--- src/hw/rtl/tiled_int8_matmul_gelu_core_defines.svh ---
// Assertion macros for the tiled int8 matmul GELU core.
// Included by RTL files that carry concurrent assertions; no other dependencies.
`ifndef TILED_INT8_MATMUL_GELU_CORE_DEFINES_SVH
`define TILED_INT8_MATMUL_GELU_CORE_DEFINES_SVH
`ifndef SYNTH
`define TMG_ASSERT_IMPL(label, clk, rst_n, prop, msg) \
    label: assert property (@(posedge clk) disable iff (!rst_n) prop) else $error(msg);
`define TMG_ASSERT_NEXT(label, clk, rst_n, a, b, msg) \
    label: assert property (@(posedge clk) disable iff (!rst_n) (a) |=> (b)) else $error(msg);
`else
`define TMG_ASSERT_IMPL(label, clk, rst_n, prop, msg)
`define TMG_ASSERT_NEXT(label, clk, rst_n, a, b, msg)
`endif
`endif

--- src/hw/rtl/tmg_ram.sv ---
// Generic single-port-write, single-port-read RAM with registered read data.
// No dependencies.
`default_nettype none
module tmg_ram #(
    parameter int WIDTH = 32,
    parameter int DEPTH = 64
) (
    input  wire logic                     clk,
    input  wire logic                     wr_en,
    input  wire logic [$clog2(DEPTH)-1:0] wr_addr,
    input  wire logic [WIDTH-1:0]         wr_data,
    input  wire logic [$clog2(DEPTH)-1:0] rd_addr,
    output logic      [WIDTH-1:0]         rd_data
);
    logic [WIDTH-1:0] mem [DEPTH];

    always_ff @(posedge clk)
    begin
        if (wr_en)
        begin
            mem[wr_addr] <= wr_data;
        end
        rd_data <= mem[rd_addr];
    end
endmodule
`default_nettype wire

--- config.mk ---
export PLATFORM = sky130hd
export DESIGN_NAME = tmg_ram
export DESIGN_NICKNAME = d
export VERILOG_FILES = /design/src/hw/rtl/tiled_int8_matmul_gelu_core_defines.svh /design/src/hw/rtl/tmg_ram.sv
export SDC_FILE = /design/constraint.sdc
export NUM_CORES = 2
export LEC_CHECK = 0
export ABC_AREA = 0
export BUFFER_PORTS_ARGS = -buffer_cell sky130_fd_sc_hd__buf_2
export CORE_ASPECT_RATIO = 0.9
export CORE_UTILIZATION = 35
export CTS_BUF_LIST = sky130_fd_sc_hd__clkbuf_4
export DETAILED_ROUTE_END_ITERATION = 10
export SLEW_MARGIN = 15
export SYNTH_ARGS = -nofsm -noshare
export SYNTH_HDL_FRONTEND = slang
export SYNTH_SLANG_ARGS = --single-unit
--- constraint.sdc ---
create_clock -name clk -period 4 [get_ports clk]
set_input_delay 0.8 -clock clk [delete_from_list [all_inputs] [get_ports clk]]
set_output_delay 0.8 -clock clk [all_outputs]
set_load 0.005 [all_outputs]
* After elaboration in Yosys (flattened, before gate mapping)
Memories as Yosys holds them, arrays and structs flattened. A register that Yosys moved wholly into a read port is not among the register bits. Cells that the tools add are included.
Word-level totals: flip-flop bits (word level) 0, memory bits (writable) 2048, input port bits 46, output and inout port bits 32, word-level logic and storage cells 3, memories kept 1
Memories:
- mem | depth 64, bits a word 32, rd ports 1, clocked after memory_dff 1, wr ports 1, line tmg_ram.sv:15 | logic [WIDTH-1:0] mem [DEPTH];
Operators by class: multiplexer cells 2
Operators by type and width (count):
- $mux W1 | 2

* Logic depth before layout (Yosys ltp)
depth after elaboration 2, gate-level depth with buffers 10

* Worst setup path after synthesis
No wires, ideal clock.
kind input to register, start point input port wr_addr[3], end point memory mem[48][0], enable pin, library setup time 461 ps, data arrival time 3499 ps, required time 3539 ps, setup slack 40 ps, cell stages on the path 4, path buffers 1, cell sequence clkbuf_1 > nor2b_1 > nand4b_1 > nor3_1
RTL lines:
- from (decl) | line tmg_ram.sv:10 | input wire logic [$clog2(DEPTH)-1:0] wr_addr,
- to (decl) | line tmg_ram.sv:15
No word-level cell before the write port.

* Worst setup path after layout
start point register rd_data[27] (read register of mem), end point output port rd_data[27]
RTL lines:
- from (decl) | line tmg_ram.sv:13 | output logic [WIDTH-1:0] rd_data
No word-level cell between the ends.

==> impl_metrics.tcl <==
set metrics [dict create \
    tightest_slew_ns 1.19 \
    fin_worst_skew_ns 0.112 \
    setup_slack_ns 0.973 \
    critPathBufInv 1 \
    maxCapViolations 0 \
    gp_congestion 0.779 \
    cts_buffers 484 \
    finalSetupTns_ns 0 \
    final_area_um2 90800 \
    fin_crit_sh_pct 75.7 \
    grt.met1_usage_pct 27.2 \
    nets 3978 \
    use_met2_pct 28.1 \
    drive_above_1_share_pct 38.4 \
    synth.distinct_cells 34 \
    period_needed_ns 3.03 \
    fp-row-count 164 \
    yosysWarnings 0 \
    setup_viol_count_final 0 \
    clockRootBuffer "clkbuf_4" \
    rsz0062_at_grt "false" \
    grt_max_degree 65 \
    via_per_inst 5.40 \
    fin_util_pct 40.8 \
    hold_viol_final 0 \
    yosysTopAreaCell "edfxtp_1" \
    critical_path_depth 1 \
    critPathSlowestCell "dfxtp_1" \
    busiest_layer "met2" \
    critPathArrivalTime_ns 2.23 \
    overflow 0 \
    worstSkewPairLatency_ns 1.40 \
    die_width_um 501 \
    vdd_drop_max_uv 318 \
    detailed_place_hpwl_um 118000 \
    ys_seq_area_share_pct 79.1 \
    wl_per_cell_um 28.8 \
    io_pins 78 \
    synth_top_area_share_pct 78.3 \
    relSlewSlack_pct 20.6 \
    min_path_cells 4 \
    remaining_drc_errors 0 \
    cts.sinks 2080 \
    status "finished, final reports clean" \
    die_area_um2 226000 \
    worstPathRequired_ns 3.20 \
    endpoint_kind "output pin" \
    cts_max_level 5 \
    grt_util_all_layers_pct 18.5 \
    hp-class "in2reg" \
    critPathMaxFanout 2 \
    portBuffers 77 \
    dr_total_vias 39400 \
    area_growth_pct 15.7 \
    initial_core_util_pct 35.3 \
    fp.dieH_um 451 \
    fmax_ghz 0.330 \
    drv_slew 0 \
    grt_use_met3_pct 3.82 \
    cp_top_family "flip-flops" \
    p_leak_nw 28.6 \
    reg2reg_depth 4 \
    post_cts_buffers 0 \
    grt_first_pass_wirelength_um 297000 \
    antenna_found_initial 21 \
    cts_tree "yes" \
    max_stage_delay_ns 0.59 \
    placed_area_um2 84600 \
    first_global_vias 39900 \
    cts_resized 0 \
    syn_inst 3324 \
    drt_wl_total_um 210000 \
    power_mw 42.9 \
    p_per_area_nw_per_um2 472 \
    coreArea_um2 222000 \
    ant_nets 0 \
    critical_path_class "reg2out" \
    synth_seq_cells 2080 \
    cp-start-kind "flip-flop" \
    clk_path_buf_depth 4 \
    drtPass1Iterations 5 \
    path_cells "buf_2" \
    synth_area_per_cell_um2 23.6 \
    pre_cts_ws_ns 0.0533 \
    synth_nets 3370 \
    clkTransAtPathRegs_ns 0.07 \
    ys_top_cells_by_area "edfxtp_1 (78%), mux4_2 (16%), mux2i_1 (1.2%)" \
    drt_iter0_markers 4551 \
    syn-cell-area_um2 78500 \
]
[what timing repair did]
action,CTS,global route
setup endpoints to repair,0,0
endpoints found under the hold margin,52,419
hold buffers,7,9
[path summary, 6_finish.rpt]
check,start,to,slack [ns]
worst max-delay path,rd_data[27]$_DFF_P_,rd_data[27],0.97
worst min-delay path,rd_addr[4],rd_data[28]$_DFF_P_,0.13
worst max register to register,mem[31][2]$_DFFE_PP_,rd_data[2]$_DFF_P_,1.54
worst min register to register,mem[13][8]$_DFFE_PP_,rd_data[8]$_DFF_P_,0.74
[worst min-delay path: stages]
cell and delay, ns:
buf_2 0.22, nand2b_1 0.18, o22ai_1 0.10, nor2_1 0.10
[cells by family after synthesis]
logic type | Yosys count | synth area share, %
flip-flops | 2080 | 79.1
AO/OA/AOI/OAI | 202 | 1.67
AND/OR/NAND/NOR | 223 | 1.27
buffers and inverters | 182 | 1.13
multiplexers | 637 | 16.8
[sequential cells by signal, indices dropped and copies added, names as in the netlist]
name,flops
rd_data,32
mem,2048
[final cells by class]
cell class,count,area [um^2]
antenna,16,40.0
clock buffer,725,5440
clock inverter,126,544
fill,19700,132000
multi-input combinational,1062,16000
sequential,2080,62100
tap,2988,3740
timing repair buffer,304,2940
[cell usage after synthesis (all sizes together)]
| library cell | instances |
|---|---|
| and3 | 4 |
| nand2 | 26 |
| a41o | 4 |
| a21oi | 62 |
| o22ai | 84 |
| or3b | 5 |
| a22oi | 12 |
| a31oi | 1 |
| mux2i | 93 |
| nand3b | 5 |
| edfxtp | 2048 |
| nor3 | 7 |
| o32ai | 4 |
| mux4 | 544 |
| and2 | 2 |
| nor2b | 15 |
| clkbuf | 74 |
| nand3 | 5 |
| nand4b | 1 |
| nor2 | 137 |
| dfxtp | 32 |
| or3 | 3 |
| buf | 108 |
| a311oi | 8 |
| o221ai | 27 |
| nand4 | 2 |
| nand2b | 8 |
| or2 | 3 |
[placed cells by master (no fill, tap or decap), types with 62 or more instances in the layout]
cell type	netlist	layout
buf_2	57	65
o22ai_1	84	84
clkbuf_4	0	725
nor2_4	0	62
a21oi_1	62	62
mux4_2	544	544
edfxtp_1	2048	2048
mux2i_1	93	93
nor2_1	137	75
clkinv_1	0	103
buf_4	25	159
[where the power goes]
part           total [mW]  internal, mW  switching [mW]
logic                2.20         0.871            1.33
registers            24.2          24.1           0.113
clock network        16.5          8.30            8.16
total                42.9          33.3            9.60
[layer usage]
metal  up-vias  share of wire (%)
met5         -             0.0057
met4         2                1.7
met3       273                8.9
met2      2052                 46
met1     21300                 43
li1      15800                  -
[through the flow]
step	instances	hold WS (ns)
5_1_grt	7293	0.0246
6_report	7301	0.128
4_1_cts	7275	0.00462
2_1_floorplan	3324	0.663
3_5_place_dp	6417	0.734
3_3_place_gp	6417	0.726
Note: power is estimated with default switching activity, not from simulation.
